**config.mk**
```make
export PLATFORM = sky130hd
export DESIGN_NAME = button_debounce_event_gen_unit
export DESIGN_NICKNAME = d
export VERILOG_FILES = /design/src/design/bde_pkg.sv /design/src/design/bde_front.sv /design/src/design/bde_fifo.sv /design/src/design/bde_back.sv /design/src/design/button_debounce_event_gen_unit.sv
export VERILOG_INCLUDE_DIRS = /design/src /design/src/design
export SDC_FILE = /design/constraint.sdc
export NUM_CORES = 1
export LEC_CHECK = 0
export ABC_AREA = 0
export ABC_CLOCK_PERIOD_IN_PS = 18950
export BUFFER_PORTS_ARGS = -buffer_cell sky130_fd_sc_hd__buf_4
export CORE_UTILIZATION = 57
export CTS_BUF_LIST = sky130_fd_sc_hd__clkbuf_4
export DETAILED_ROUTE_END_ITERATION = 12
export PLACE_DENSITY = 0.71
export SYNTH_ARGS = -nofsm -noshare
export SYNTH_HDL_FRONTEND = slang
export SYNTH_SLANG_ARGS = --single-unit
```
**constraint.sdc**
```tcl
create_clock -name aclk -period 18.95 [get_ports aclk]
set_input_delay 4.7375 -clock aclk [delete_from_list [all_inputs] [get_ports aclk]]
set_output_delay 4.7375 -clock aclk [all_outputs]
set_load 0.005 [all_outputs]
```
**src/design/button_debounce_event_gen_unit_assert.svh**
```systemverilog
// Assertion macros shared by the debounce block.
`ifndef BUTTON_DEBOUNCE_EVENT_GEN_UNIT_ASSERT_SVH
`define BUTTON_DEBOUNCE_EVENT_GEN_UNIT_ASSERT_SVH

`ifndef SYNTHESIS
// Check a property while out of reset.
`define BDE_ASSERT(lbl, clk, rst_n, prop) \
    lbl: assert property (@(posedge clk) disable iff (!rst_n) prop) \
        else $error("%m: assertion failed");
// Check a property at every edge, reset included.
`define BDE_ASSERT_ALWAYS(lbl, clk, prop) \
    lbl: assert property (@(posedge clk) prop) \
        else $error("%m: assertion failed");
`else
`define BDE_ASSERT(lbl, clk, rst_n, prop)
`define BDE_ASSERT_ALWAYS(lbl, clk, prop)
`endif

`endif

```
**src/design/bde_pkg.sv**
```systemverilog
package bde_pkg;

    localparam int NumButtonsDefault = 4;
    localparam int MaskBits          = 4;
    localparam int BtnIdxW           = 2;
    localparam int TimeW             = 32;
    localparam int CfgW              = 16;
    localparam int CfgAddrW          = 2;
    localparam int FifoDepth         = 4;
    localparam int STdataW           = 40;
    localparam int MTdataW           = 40;

    localparam logic [CfgW-1:0] DebounceReset   = 16'd25;
    localparam logic [CfgW-1:0] LongPressReset  = 16'd700;
    localparam logic [CfgW-1:0] RepeatDlyReset  = 16'd900;
    localparam logic [CfgW-1:0] RepeatPerReset  = 16'd175;

    typedef enum logic [1:0] {
        EV_PRESS   = 2'd0,
        EV_RELEASE = 2'd1,
        EV_LONG    = 2'd2,
        EV_REPEAT  = 2'd3
    } ev_kind_t;

    typedef enum logic [CfgAddrW-1:0] {
        CFG_DEBOUNCE   = 2'd0,
        CFG_LONG_PRESS = 2'd1,
        CFG_REPEAT_DLY = 2'd2,
        CFG_REPEAT_PER = 2'd3
    } cfg_idx_t;

    typedef enum logic [1:0] {
        FR_IDLE,
        FR_EVAL,
        FR_EMIT,
        FR_FLUSH
    } front_state_t;

    typedef struct packed {
        logic [CfgW-1:0] debounce_time;
        logic [CfgW-1:0] long_press_time;
        logic [CfgW-1:0] repeat_delay;
        logic [CfgW-1:0] repeat_period;
    } cfg_t;

    typedef struct packed {
        logic [BtnIdxW-1:0] button_index;
        ev_kind_t           event_kind;
        logic [TimeW-1:0]   event_time;
        logic               last_event;
    } ev_entry_t;

    typedef struct packed {
        logic full;
        logic empty;
    } fifo_stat_t;

endpackage

```
**src/design/bde_front.sv**
```systemverilog
module bde_front #(
    parameter int NUM_BUTTONS = bde_pkg::NumButtonsDefault
) (
    input  logic                         aclk,
    input  logic                         aresetn,
    input  bde_pkg::cfg_t                cfg,
    input  logic                         s_tvalid,
    output logic                         s_tready,
    input  logic [bde_pkg::MaskBits-1:0] s_raw_mask,
    input  logic [bde_pkg::TimeW-1:0]    s_now_time,
    input  logic                         fifo_full,
    output logic                         push,
    output bde_pkg::ev_entry_t           push_entry
);

    localparam int BtnW = (NUM_BUTTONS > 1) ? $clog2(NUM_BUTTONS) : 1;
    localparam logic [BtnW-1:0] LastBtn = BtnW'(NUM_BUTTONS - 1);

    bde_pkg::front_state_t state_reg, state_next;
    logic [BtnW-1:0]              btn_reg, btn_next;
    logic [bde_pkg::MaskBits-1:0] mask_reg, mask_next;
    logic [bde_pkg::TimeW-1:0]    now_reg, now_next;
    logic [3:0]                   flags_reg, flags_next;
    logic                         pend_valid_reg, pend_valid_next;
    bde_pkg::ev_entry_t           pend_reg, pend_next;

    logic                         raw_level_reg    [NUM_BUTTONS];
    logic                         stable_level_reg [NUM_BUTTONS];
    logic                         long_done_reg    [NUM_BUTTONS];
    logic [bde_pkg::TimeW-1:0]    change_time_reg  [NUM_BUTTONS];
    logic [bde_pkg::TimeW-1:0]    press_time_reg   [NUM_BUTTONS];
    logic [bde_pkg::TimeW-1:0]    repeat_due_reg   [NUM_BUTTONS];

    // per-button evaluation
    logic                      eval_we;
    logic                      raw_cur, raw_chg, commit, commit_press, held;
    logic                      stable_new, long_old_eff, long_fire, rep_fire, long_new;
    logic [bde_pkg::TimeW-1:0] chg_eff, deb_diff, press_eff, press_diff;
    logic [bde_pkg::TimeW-1:0] rep_diff, due_base, due_add, due_new;
    bde_pkg::ev_kind_t         kind_sel;

    always_comb begin
        raw_cur = 1'b0;
        if (32'(btn_reg) < bde_pkg::MaskBits) begin
            raw_cur = mask_reg[2'(btn_reg)];
        end
        raw_chg  = raw_cur != raw_level_reg[btn_reg];
        chg_eff  = raw_chg ? now_reg : change_time_reg[btn_reg];
        deb_diff = now_reg - chg_eff;
        commit   = (raw_cur != stable_level_reg[btn_reg]) &&
                   (deb_diff >= {16'd0, cfg.debounce_time});
        commit_press = commit && raw_cur;
        stable_new   = commit ? raw_cur : stable_level_reg[btn_reg];
        held         = stable_new && raw_cur;

        press_eff    = commit_press ? now_reg : press_time_reg[btn_reg];
        press_diff   = now_reg - press_eff;
        long_old_eff = commit ? 1'b0 : long_done_reg[btn_reg];
        long_fire    = held && !long_old_eff &&
                       (press_diff >= {16'd0, cfg.long_press_time});
        long_new     = long_old_eff || long_fire;

        // a fresh press puts the first repeat at now + delay, due at once only for zero delay
        rep_diff = now_reg - repeat_due_reg[btn_reg];
        rep_fire = held && (commit_press ? (cfg.repeat_delay == '0) : !rep_diff[31]);
        due_base = commit_press ? now_reg : repeat_due_reg[btn_reg];
        if (rep_fire) begin
            due_add = {16'd0, cfg.repeat_period};
        end else if (commit_press) begin
            due_add = {16'd0, cfg.repeat_delay};
        end else begin
            due_add = '0;
        end
        due_new = due_base + due_add;
    end

    always_comb begin
        priority if (flags_reg[0]) begin
            kind_sel = bde_pkg::EV_PRESS;
        end else if (flags_reg[1]) begin
            kind_sel = bde_pkg::EV_RELEASE;
        end else if (flags_reg[2]) begin
            kind_sel = bde_pkg::EV_LONG;
        end else begin
            kind_sel = bde_pkg::EV_REPEAT;
        end
    end

    always_comb begin
        state_next      = state_reg;
        btn_next        = btn_reg;
        mask_next       = mask_reg;
        now_next        = now_reg;
        flags_next      = flags_reg;
        pend_valid_next = pend_valid_reg;
        pend_next       = pend_reg;
        s_tready        = 1'b0;
        eval_we         = 1'b0;
        push            = 1'b0;
        push_entry      = pend_reg;
        push_entry.last_event = 1'b0;

        unique case (state_reg)
            bde_pkg::FR_IDLE: begin
                s_tready = 1'b1;
                if (s_tvalid) begin
                    mask_next  = s_raw_mask;
                    now_next   = s_now_time;
                    btn_next   = '0;
                    state_next = bde_pkg::FR_EVAL;
                end
            end
            bde_pkg::FR_EVAL: begin
                eval_we    = 1'b1;
                flags_next = {rep_fire, long_fire, commit && !raw_cur, commit_press};
                state_next = bde_pkg::FR_EMIT;
            end
            bde_pkg::FR_EMIT: begin
                if (flags_reg != '0) begin
                    // hold the newest request back until we know whether it ends the scan
                    if (!pend_valid_reg || !fifo_full) begin
                        push                    = pend_valid_reg;
                        pend_valid_next         = 1'b1;
                        pend_next.button_index  = 2'(btn_reg);
                        pend_next.event_kind    = kind_sel;
                        pend_next.event_time    = now_reg;
                        pend_next.last_event    = 1'b0;
                        flags_next = flags_reg & ~(4'd1 << kind_sel);
                    end
                end else if (btn_reg == LastBtn) begin
                    state_next = bde_pkg::FR_FLUSH;
                end else begin
                    btn_next   = btn_reg + 1'b1;
                    state_next = bde_pkg::FR_EVAL;
                end
            end
            bde_pkg::FR_FLUSH: begin
                push_entry.last_event = 1'b1;
                if (!pend_valid_reg) begin
                    state_next = bde_pkg::FR_IDLE;
                end else if (!fifo_full) begin
                    push            = 1'b1;
                    pend_valid_next = 1'b0;
                    state_next      = bde_pkg::FR_IDLE;
                end
            end
        endcase
    end

    always_ff @(posedge aclk) begin
        if (!aresetn) begin
            state_reg      <= bde_pkg::FR_IDLE;
            pend_valid_reg <= 1'b0;
            flags_reg      <= '0;
            btn_reg        <= '0;
        end else begin
            state_reg      <= state_next;
            pend_valid_reg <= pend_valid_next;
            flags_reg      <= flags_next;
            btn_reg        <= btn_next;
        end
        mask_reg <= mask_next;
        now_reg  <= now_next;
        pend_reg <= pend_next;
    end

    always_ff @(posedge aclk) begin
        if (!aresetn) begin
            for (int i = 0; i < NUM_BUTTONS; i++) begin
                raw_level_reg[i]    <= 1'b0;
                stable_level_reg[i] <= 1'b0;
                long_done_reg[i]    <= 1'b0;
                change_time_reg[i]  <= '0;
                press_time_reg[i]   <= '0;
                repeat_due_reg[i]   <= '0;
            end
        end else if (eval_we) begin
            raw_level_reg[btn_reg]    <= raw_cur;
            stable_level_reg[btn_reg] <= stable_new;
            long_done_reg[btn_reg]    <= long_new;
            change_time_reg[btn_reg]  <= chg_eff;
            press_time_reg[btn_reg]   <= press_eff;
            repeat_due_reg[btn_reg]   <= due_new;
        end
    end

endmodule

```
**src/design/bde_fifo.sv**
```systemverilog
module bde_fifo (
    input  logic                aclk,
    input  logic                aresetn,
    input  logic                push,
    input  bde_pkg::ev_entry_t  push_data,
    input  logic                pop,
    output bde_pkg::ev_entry_t  rd_data,
    output bde_pkg::fifo_stat_t stat
);

    localparam int PtrW = $clog2(bde_pkg::FifoDepth);
    localparam int CntW = PtrW + 1;

    bde_pkg::ev_entry_t entry_reg [bde_pkg::FifoDepth];
    logic [PtrW-1:0]    wr_ptr_reg, wr_ptr_next;
    logic [PtrW-1:0]    rd_ptr_reg, rd_ptr_next;
    logic [CntW-1:0]    count_reg, count_next;

    always_comb begin
        wr_ptr_next = push ? wr_ptr_reg + 1'b1 : wr_ptr_reg;
        rd_ptr_next = pop ? rd_ptr_reg + 1'b1 : rd_ptr_reg;
        count_next  = count_reg + CntW'(push) - CntW'(pop);
        stat.full   = count_reg == CntW'(bde_pkg::FifoDepth);
        stat.empty  = count_reg == '0;
        rd_data     = entry_reg[rd_ptr_reg];
    end

    always_ff @(posedge aclk) begin
        if (!aresetn) begin
            wr_ptr_reg <= '0;
            rd_ptr_reg <= '0;
            count_reg  <= '0;
        end else begin
            wr_ptr_reg <= wr_ptr_next;
            rd_ptr_reg <= rd_ptr_next;
            count_reg  <= count_next;
        end
    end

    always_ff @(posedge aclk) begin
        if (push) begin
            entry_reg[wr_ptr_reg] <= push_data;
        end
    end

endmodule

```
**src/design/bde_back.sv**
```systemverilog
module bde_back (
    input  logic                          aclk,
    input  logic                          aresetn,
    input  bde_pkg::ev_entry_t            rd_data,
    input  bde_pkg::fifo_stat_t           stat,
    output logic                          pop,
    output logic                          m_tvalid,
    input  logic                          m_tready,
    output logic [bde_pkg::MTdataW-1:0]   m_tdata,
    output logic [1:0]                    m_tuser,
    output logic                          m_tlast
);

    localparam int PadW = bde_pkg::MTdataW - bde_pkg::TimeW - bde_pkg::BtnIdxW;

    logic                          valid_reg, valid_next;
    logic [bde_pkg::MTdataW-1:0]   data_reg, data_next;
    logic [1:0]                    user_reg, user_next;
    logic                          last_reg, last_next;

    always_comb begin
        pop        = !stat.empty && (!valid_reg || m_tready);
        valid_next = valid_reg;
        data_next  = data_reg;
        user_next  = user_reg;
        last_next  = last_reg;
        if (pop) begin
            valid_next = 1'b1;
            data_next  = {PadW'(0), rd_data.event_time, rd_data.button_index};
            user_next  = rd_data.event_kind;
            last_next  = rd_data.last_event;
        end else if (m_tready) begin
            valid_next = 1'b0;
        end
    end

    always_ff @(posedge aclk) begin
        if (!aresetn) begin
            valid_reg <= 1'b0;
        end else begin
            valid_reg <= valid_next;
        end
        data_reg <= data_next;
        user_reg <= user_next;
        last_reg <= last_next;
    end

    assign m_tvalid = valid_reg;
    assign m_tdata  = data_reg;
    assign m_tuser  = user_reg;
    assign m_tlast  = last_reg;

endmodule

```
**src/design/button_debounce_event_gen_unit.sv**
```systemverilog
// Button debounce and event generator, one scan at a time.
// The front sequencer evaluates one button, then emits its events (0..3 per button) one per
// cycle unless the queue is full, and then moves on to the next button. Events pass a
// 4-deep queue and one output register.
// Reset: synchronous active-low aresetn restores register defaults and clears all button state.
`include "button_debounce_event_gen_unit_assert.svh"

module button_debounce_event_gen_unit #(
    parameter int NUM_BUTTONS = bde_pkg::NumButtonsDefault
) (
    input  logic                          aclk,
    input  logic                          aresetn,
    input  logic                          cfg_wr_en,
    input  logic [bde_pkg::CfgAddrW-1:0]  cfg_addr,
    input  logic [bde_pkg::CfgW-1:0]      cfg_wr_data,
    input  logic                          s_tvalid,
    output logic                          s_tready,
    input  logic [bde_pkg::STdataW-1:0]   s_tdata,  // raw_mask[3:0], now_time[35:4], zero pad
    output logic                          m_tvalid,
    input  logic                          m_tready,
    output logic [bde_pkg::MTdataW-1:0]   m_tdata,  // button_index[1:0], event_time[33:2], pad
    output logic [1:0]                    m_tuser,  // event_kind[1:0]
    output logic                          m_tlast
);

    bde_pkg::cfg_t       cfg_reg, cfg_next;
    logic                fifo_push, fifo_pop;
    bde_pkg::ev_entry_t  push_entry, rd_entry;
    bde_pkg::fifo_stat_t fifo_stat;

    always_comb begin
        cfg_next = cfg_reg;
        if (cfg_wr_en) begin
            unique case (cfg_addr)
                bde_pkg::CFG_DEBOUNCE:   cfg_next.debounce_time   = cfg_wr_data;
                bde_pkg::CFG_LONG_PRESS: cfg_next.long_press_time = cfg_wr_data;
                bde_pkg::CFG_REPEAT_DLY: cfg_next.repeat_delay    = cfg_wr_data;
                bde_pkg::CFG_REPEAT_PER: cfg_next.repeat_period   = cfg_wr_data;
            endcase
        end
    end

    always_ff @(posedge aclk) begin
        if (!aresetn) begin
            cfg_reg.debounce_time   <= bde_pkg::DebounceReset;
            cfg_reg.long_press_time <= bde_pkg::LongPressReset;
            cfg_reg.repeat_delay    <= bde_pkg::RepeatDlyReset;
            cfg_reg.repeat_period   <= bde_pkg::RepeatPerReset;
        end else begin
            cfg_reg <= cfg_next;
        end
    end

    bde_front #(
        .NUM_BUTTONS(NUM_BUTTONS)
    ) u_front (
        .aclk       (aclk),
        .aresetn    (aresetn),
        .cfg        (cfg_reg),
        .s_tvalid   (s_tvalid),
        .s_tready   (s_tready),
        .s_raw_mask (s_tdata[bde_pkg::MaskBits-1:0]),
        .s_now_time (s_tdata[bde_pkg::MaskBits +: bde_pkg::TimeW]),
        .fifo_full  (fifo_stat.full),
        .push       (fifo_push),
        .push_entry (push_entry)
    );

    bde_fifo u_fifo (
        .aclk      (aclk),
        .aresetn   (aresetn),
        .push      (fifo_push),
        .push_data (push_entry),
        .pop       (fifo_pop),
        .rd_data   (rd_entry),
        .stat      (fifo_stat)
    );

    bde_back u_back (
        .aclk     (aclk),
        .aresetn  (aresetn),
        .rd_data  (rd_entry),
        .stat     (fifo_stat),
        .pop      (fifo_pop),
        .m_tvalid (m_tvalid),
        .m_tready (m_tready),
        .m_tdata  (m_tdata),
        .m_tuser  (m_tuser),
        .m_tlast  (m_tlast)
    );

    `BDE_ASSERT(a_push_has_room, aclk, aresetn, fifo_push |-> !fifo_stat.full)
    `BDE_ASSERT(a_pop_has_data, aclk, aresetn, fifo_pop |-> !fifo_stat.empty)
    `BDE_ASSERT(a_scan_blocks_input, aclk, aresetn, (s_tvalid && s_tready) |=> !s_tready)

endmodule

```
### After elaboration in Yosys (flattened, before gate mapping)

Memory sizes are Yosys's and may differ from the RTL's. A register that Yosys moved wholly into a read port is not among the register bits.
Index checks and enable logic that the tools add are counted.
W data, S select, Z words.

* add/subtract/negate cells: 9
* $lt $le $gt $ge: 3
* eq/ne operators: 16
* shift operators: 1
* muxes and demuxes: 77
* bitwise operators: 2
* reductions and logical operators: 43

Operator list (count)
* $mux W32: 7
* $reduce_or A32 Y1: 3
* $sub A32 B32 Y32: 3
* $ge A32 B16 Y1: 2
* $mux W2: 28
* $mux W1: 33
* $add A32 B32 Y32: 1
* $logic_not A16 Y1: 1
* $mux W16: 1
* $reduce_and A3 Y1: 4
* $eq A2 B2 Y1 const B: 5
* $reduce_and A2 Y1: 5
* $logic_and A1 B1 Y1: 8
* $mux W4: 2
* $pmux W2 S4: 1
* $pmux W4 S2: 1
* $reduce_bool A2 Y1: 4
* $logic_not A1 Y1: 7
* $add A2 B1 Y2 const B: 3
* $ne A2 B2 Y1 const B: 3
* $and A4 B4 Y4: 1
* $eq A2 B1 Y1 const B: 2
* $logic_not A2 Y1: 2
* $ne A2 B1 Y1 const B: 2
* other kinds (16): 22

* bits in registers: 153
* memory bits (writable): 544
* input bits: 63
* output and inout bits: 45
* logic and storage cells: 175
* memories kept: 7

Memories
* u_fifo.entry_reg: depth 4, width 37, rd ports 1, clocked after memory_dff 1, wr ports 1, line bde_fifo.sv:14 `bde_pkg::ev_entry_t entry_reg [bde_pkg::FifoDepth];`
* u_front.change_time_reg: depth 4, width 32, rd ports 1, clocked after memory_dff 1, wr ports 4, line bde_front.sv:30 `logic [bde_pkg::TimeW-1:0] change_time_reg [NUM_BUTTONS];`
* u_front.press_time_reg: depth 4, width 32, rd ports 1, clocked after memory_dff 1, wr ports 4, line bde_front.sv:31 `logic [bde_pkg::TimeW-1:0] press_time_reg [NUM_BUTTONS];`
* u_front.repeat_due_reg: depth 4, width 32, rd ports 1, clocked after memory_dff 1, wr ports 4, line bde_front.sv:32 `logic [bde_pkg::TimeW-1:0] repeat_due_reg [NUM_BUTTONS];`
* u_front.long_done_reg: depth 4, width 1, rd ports 1, clocked after memory_dff 1, wr ports 4, line bde_front.sv:29 `logic long_done_reg [NUM_BUTTONS];`
* u_front.raw_level_reg: depth 4, width 1, rd ports 1, clocked after memory_dff 1, wr ports 4, line bde_front.sv:27 `logic raw_level_reg [NUM_BUTTONS];`
* 1 more memories

### Logic depth before layout (Yosys ltp)

* word-level depth: 14
* gate-level depth with buffers: 59
* depth with buffers taken out: 52

### By module

Synthesis repeated with hierarchy kept, for this count alone.

* cell total of the unflattened synthesis: 3053
* area total of the unflattened synthesis: 37302.0 um^2

Modules (own cells, without submodules)
* bde_front: times used 1, cells each 2528, area each 27734.1 um^2, sequential area each 14183.6 um^2
* bde_fifo: times used 1, cells each 236, area each 5838.1 um^2, sequential area each 4624.4 um^2
* button_debounce_event_gen_unit: times used 1, cells each 241, area each 2526.2 um^2, sequential area each 1281.2 um^2
* bde_back: times used 1, cells each 48, area each 1203.7 um^2, sequential area each 1131.1 um^2

### Worst setup path after synthesis

No wires, ideal clock.

* kind: flip-flop to flip-flop
* from: reg (tool-made name)
* to: mem u_front.long_done_reg[3], data pin
* setup time: 0.266 ns
* arrival: 13.246 ns
* required time: 18.684 ns
* setup slack: 5.438 ns
* stages on the path, launching flop included: 53
* buffers on the path: 9
* period minus slack after synthesis: 13.512 ns
* cells stage by stage: dfxtp_1 -> buf_6 -> buf_2 -> clkbuf_1 -> buf_1 -> clkbuf_1 -> buf_1 -> mux4_2 -> a21oi_1 -> inv_1 -> ha_1 -> fa_1 -> o31ai_1 -> a21oi_1 -> o21ai_0 -> a31oi_1 -> xnor2_1 -> ha_1 -> [17 not listed] -> a2111o_1 -> o311ai_0 -> maj3_1 -> a2111oi_0 -> nor2_1 -> a2111o_1 -> and3_1 -> xnor2_1 -> ha_1 -> a21oi_1 -> nand2_1 -> nor4_1 -> o31ai_1 -> or4b_1 -> nor4_2 -> o2111ai_1 -> o211ai_2 -> nor2_1

RTL lines (line)
* to (decl): bde_front.sv:29

==> impl_metrics.json <==
{
  "pre_cts_slack_ns": 4.847,
  "vias_per_cell": 6.094,
  "finalSetupTns_ns": 0,
  "nNetsFinal": 3431,
  "tritoncts": "built",
  "clock_latency_ns": 1.06,
  "hpwl_mm": 65.72,
  "fin_ws_ns": 4.667,
  "leakagePower_nw": 15.16,
  "period_share_pct": 75.37,
  "syn_avg_cell_area_sq_um": 12.03,
  "tightest_slew_ns": 1.187,
  "syn_inst": 3052,
  "core_sq_mm": 0.06331,
  "hold_viol": 0,
  "syn2layout_area_growth_pct": 10.94,
  "layoutNonFillerInstCount": 4219,
  "routedWlPerCell_microns": 23.25,
  "ctsLongestPathBuffers": 3,
  "num_vias": 25711,
  "rsz0062_at_grt": "no",
  "register_area_sq_mm": 0.02119,
  "grt_pass1_wl_mm": 148.6,
  "cap_violations": 0,
  "groute.usage.overall_pct": 30.00,
  "fin_area_sq_mm": 0.04074,
  "seq_area_frac_synth_pct": 57.68,
  "synth-edff-count": 644,
  "synth_area_sq_mm": 0.03672,
  "grt_max_degree": 70,
  "ys_ff_latch": 736,
  "die_w_microns": 255.8,
  "place_inst": 3892,
  "port-buffer-count": 97,
  "multiInputGateArea_sq_mm": 0.01444,
  "io_pins": 108,
  "antenna_found_initial": 2,
  "hold_path.class": "reg -> reg",
  "synth_cell_type_count": 86,
  "crit_required_ns": 19.69,
  "critPathKind": "reg -> reg",
  "h-tree-depth": 4,
  "clk_pin_slew_worst_paths_ns": 0.07,
  "post-route-min-period_ns": 14.28,
  "end_kind": "register",
  "drive_gt1_share_pct": 18.43,
  "cts.hold.buffers_added": 0,
  "clock_sinks": 736,
  "startpoint_type": "register",
  "fill_cells": 4884,
  "place.gp.congestion": 0.9041,
  "drc": 0,
  "power.density_mw_per_mm2": 101.5,
  "cts_setup_buffers": 0,
  "finClkSkew_ns": 0.08905,
  "die-area_sq_mm": 0.06544,
  "slowest_delay_ns": 1.05,
  "yosysWarnings": 0,
  "slew_violations": 0,
  "reg2reg_slack_ns": 4.67,
  "cp.arrival_ns": 15.02,
  "drt_iter0_drc": 2430,
  "relSlewSlack_pct": 18.80,
  "cts.repair.resized": 0,
  "synthArstFlopShare_pct": 0,
  "die_height_microns": 255.8,
  "finalSetupViolations": 0,
  "dr.pass1.iters": 6,
  "status": "completed",
  "numCtsBuffers": 182,
  "drt_wl_total_mm": 98.10,
  "worstPathMaxFanout": 42,
  "placed_area_sq_mm": 0.03841,
  "overflow": 0,
  "largest_reg_flops": 148,
  "root_buffer": "clkbuf_4",
  "detail-route-antenna-nets": 0,
  "vdd_ir_drop_max_mv": 0.05962,
  "slowest_stage": "a2111oi_0",
  "max_freq_mhz": 70.01,
  "rows": 92,
  "start_util_pct": 58.00,
  "synth_flop_cell": "edfxtp_1",
  "grt_pass1_vias": 26175
}
[final timing paths]
check | startpoint | end | depth (start not counted)
max | register | u_front.long_done_reg[3]$_DFFE_PP_ | 49
min | u_front.long_done_reg[0]$_DFF_P_ | u_front.long_done_reg[0]$_DFF_P_ | 2
max reg2reg | register | u_front.long_done_reg[3]$_DFFE_PP_ | 49
min reg2reg | u_front.long_done_reg[0]$_DFF_P_ | u_front.long_done_reg[0]$_DFF_P_ | 2
[through the flow]
stage,hold WS (ns),total power [W],utilization [%]
global placement,0.4449,0.002836,60.67
CTS,0.4668,0.004155,64.33
global route,0.4743,0.004324,64.34
floorplan,0.4244,0.002546,-
detailed placement,0.4550,0.002852,60.67
finish,0.4641,0.004133,64.34
[placed cells by master (no fill, tap or decap), types with 24 or more instances in the layout]
cell type	count
a21boi_0	59
a21o_1	33
a21oi_1	150
and2_1	26
buf_4	147
clkbuf_4	269
clkinv_1	36
dfxtp_1	89
edfxtp_1	644
ha_1	135
inv_1	165
mux2i_1	40
mux4_2	137
nand2_1	264
nand3_1	57
nand4_1	29
nor2_1	459
nor2b_1	25
nor3_1	45
o211ai_1	26
o21ai_0	109
xnor2_1	51
xor2_1	24
[area by class of cell]
class | count | area share (%)
Clock buffer | 269 | 4.957
Tap cell | 846 | 2.598
Multi-Input combinational cell | 1998 | 35.45
Antenna cell | 3 | 0.01843
Inverter | 165 | 1.520
Timing Repair Buffer | 147 | 2.709
Clock inverter | 55 | 0.7310
Sequential cell | 736 | 52.01
[cell usage after synthesis (7+ instances only)]
cell type  number  area, sq um
a2111oi_0       7        61.31
a211oi_1       23        172.7
a21boi_0       59        442.9
a21boi_1       11        82.58
a21o_1         33        247.7
a21oi_1       150        750.7
a22o_1         16        140.1
a31oi_1        10        62.56
and2_1         27        168.9
and3_1         16        100.1
and4_1          8        70.07
buf_1          18        67.56
clkbuf_1      129        484.2
dfxtp_1        92         1842
edfxtp_1      644        19340
ha_1          135         1689
inv_1         165        619.3
maj3_1          9        90.09
mux2i_1        40        400.4
mux4_2        137         3085
nand2_1       270         1013
nand2b_1       23        143.9
nand3_1        57        285.3
nand4_1        29        181.4
nor2_1        465         1745
nor2b_1        26        162.7
nor3_1         45        225.2
nor4_1         11        68.82
o2111ai_1       9        78.83
o211a_1         7        70.07
o211ai_1       26        195.2
o21a_1         17        127.6
o21ai_0       110        550.5
o21ai_1         7        35.03
o21bai_1       10        75.07
o31ai_1        11        82.58
or2_2           8        50.05
or3_1          15        93.84
xnor2_1        52        455.4
xor2_1         24        210.2
[kinds of logic (layout without fill, tap and decap cells)]
family | after synthesis | in the layout | synth area share [%]
buffers and inverters | 323 | 636 | 3.397
muxes | 180 | 180 | 9.585
other | 1 | 9 | 0.01021
xor gates and xnor gates | 76 | 76 | 1.813
AOI/OAI and AO/OA | 564 | 564 | 10.19
and+or+nand+nor | 1025 | 1025 | 12.32
adders and majority gates | 147 | 147 | 5.009
DFF | 736 | 736 | 57.68
[layer usage]
metal	vias up	track usage, %	wire (microns)
met5	-	0	0
li1	11768	-	-
met4	0	10.68	2649
met1	12659	38.47	38450
met3	190	5.565	7950
met2	1094	51.13	49040
[report_power, final]
part	switching (W)	internal, W	leakage, nW
clock network	0.000642	0.000669	1.38
logic	0.000536	0.000355	6.65
registers	0.0000487	0.00188	7.12
[worst max-delay path, delay by kind of cell (launching register included)]
kind / cells / cell delay (ns)
adders and majority gates: 6 / 1.91
buffers and inverters: 3 / 0.79
and+or+nand+nor: 18 / 4.38
xor gates and xnor gates: 3 / 0.50
AOI/OAI and AO/OA: 18 / 5.01
DFF: 1 / 0.68
muxes: 1 / 0.63
(Power assumes the default switching activity.)
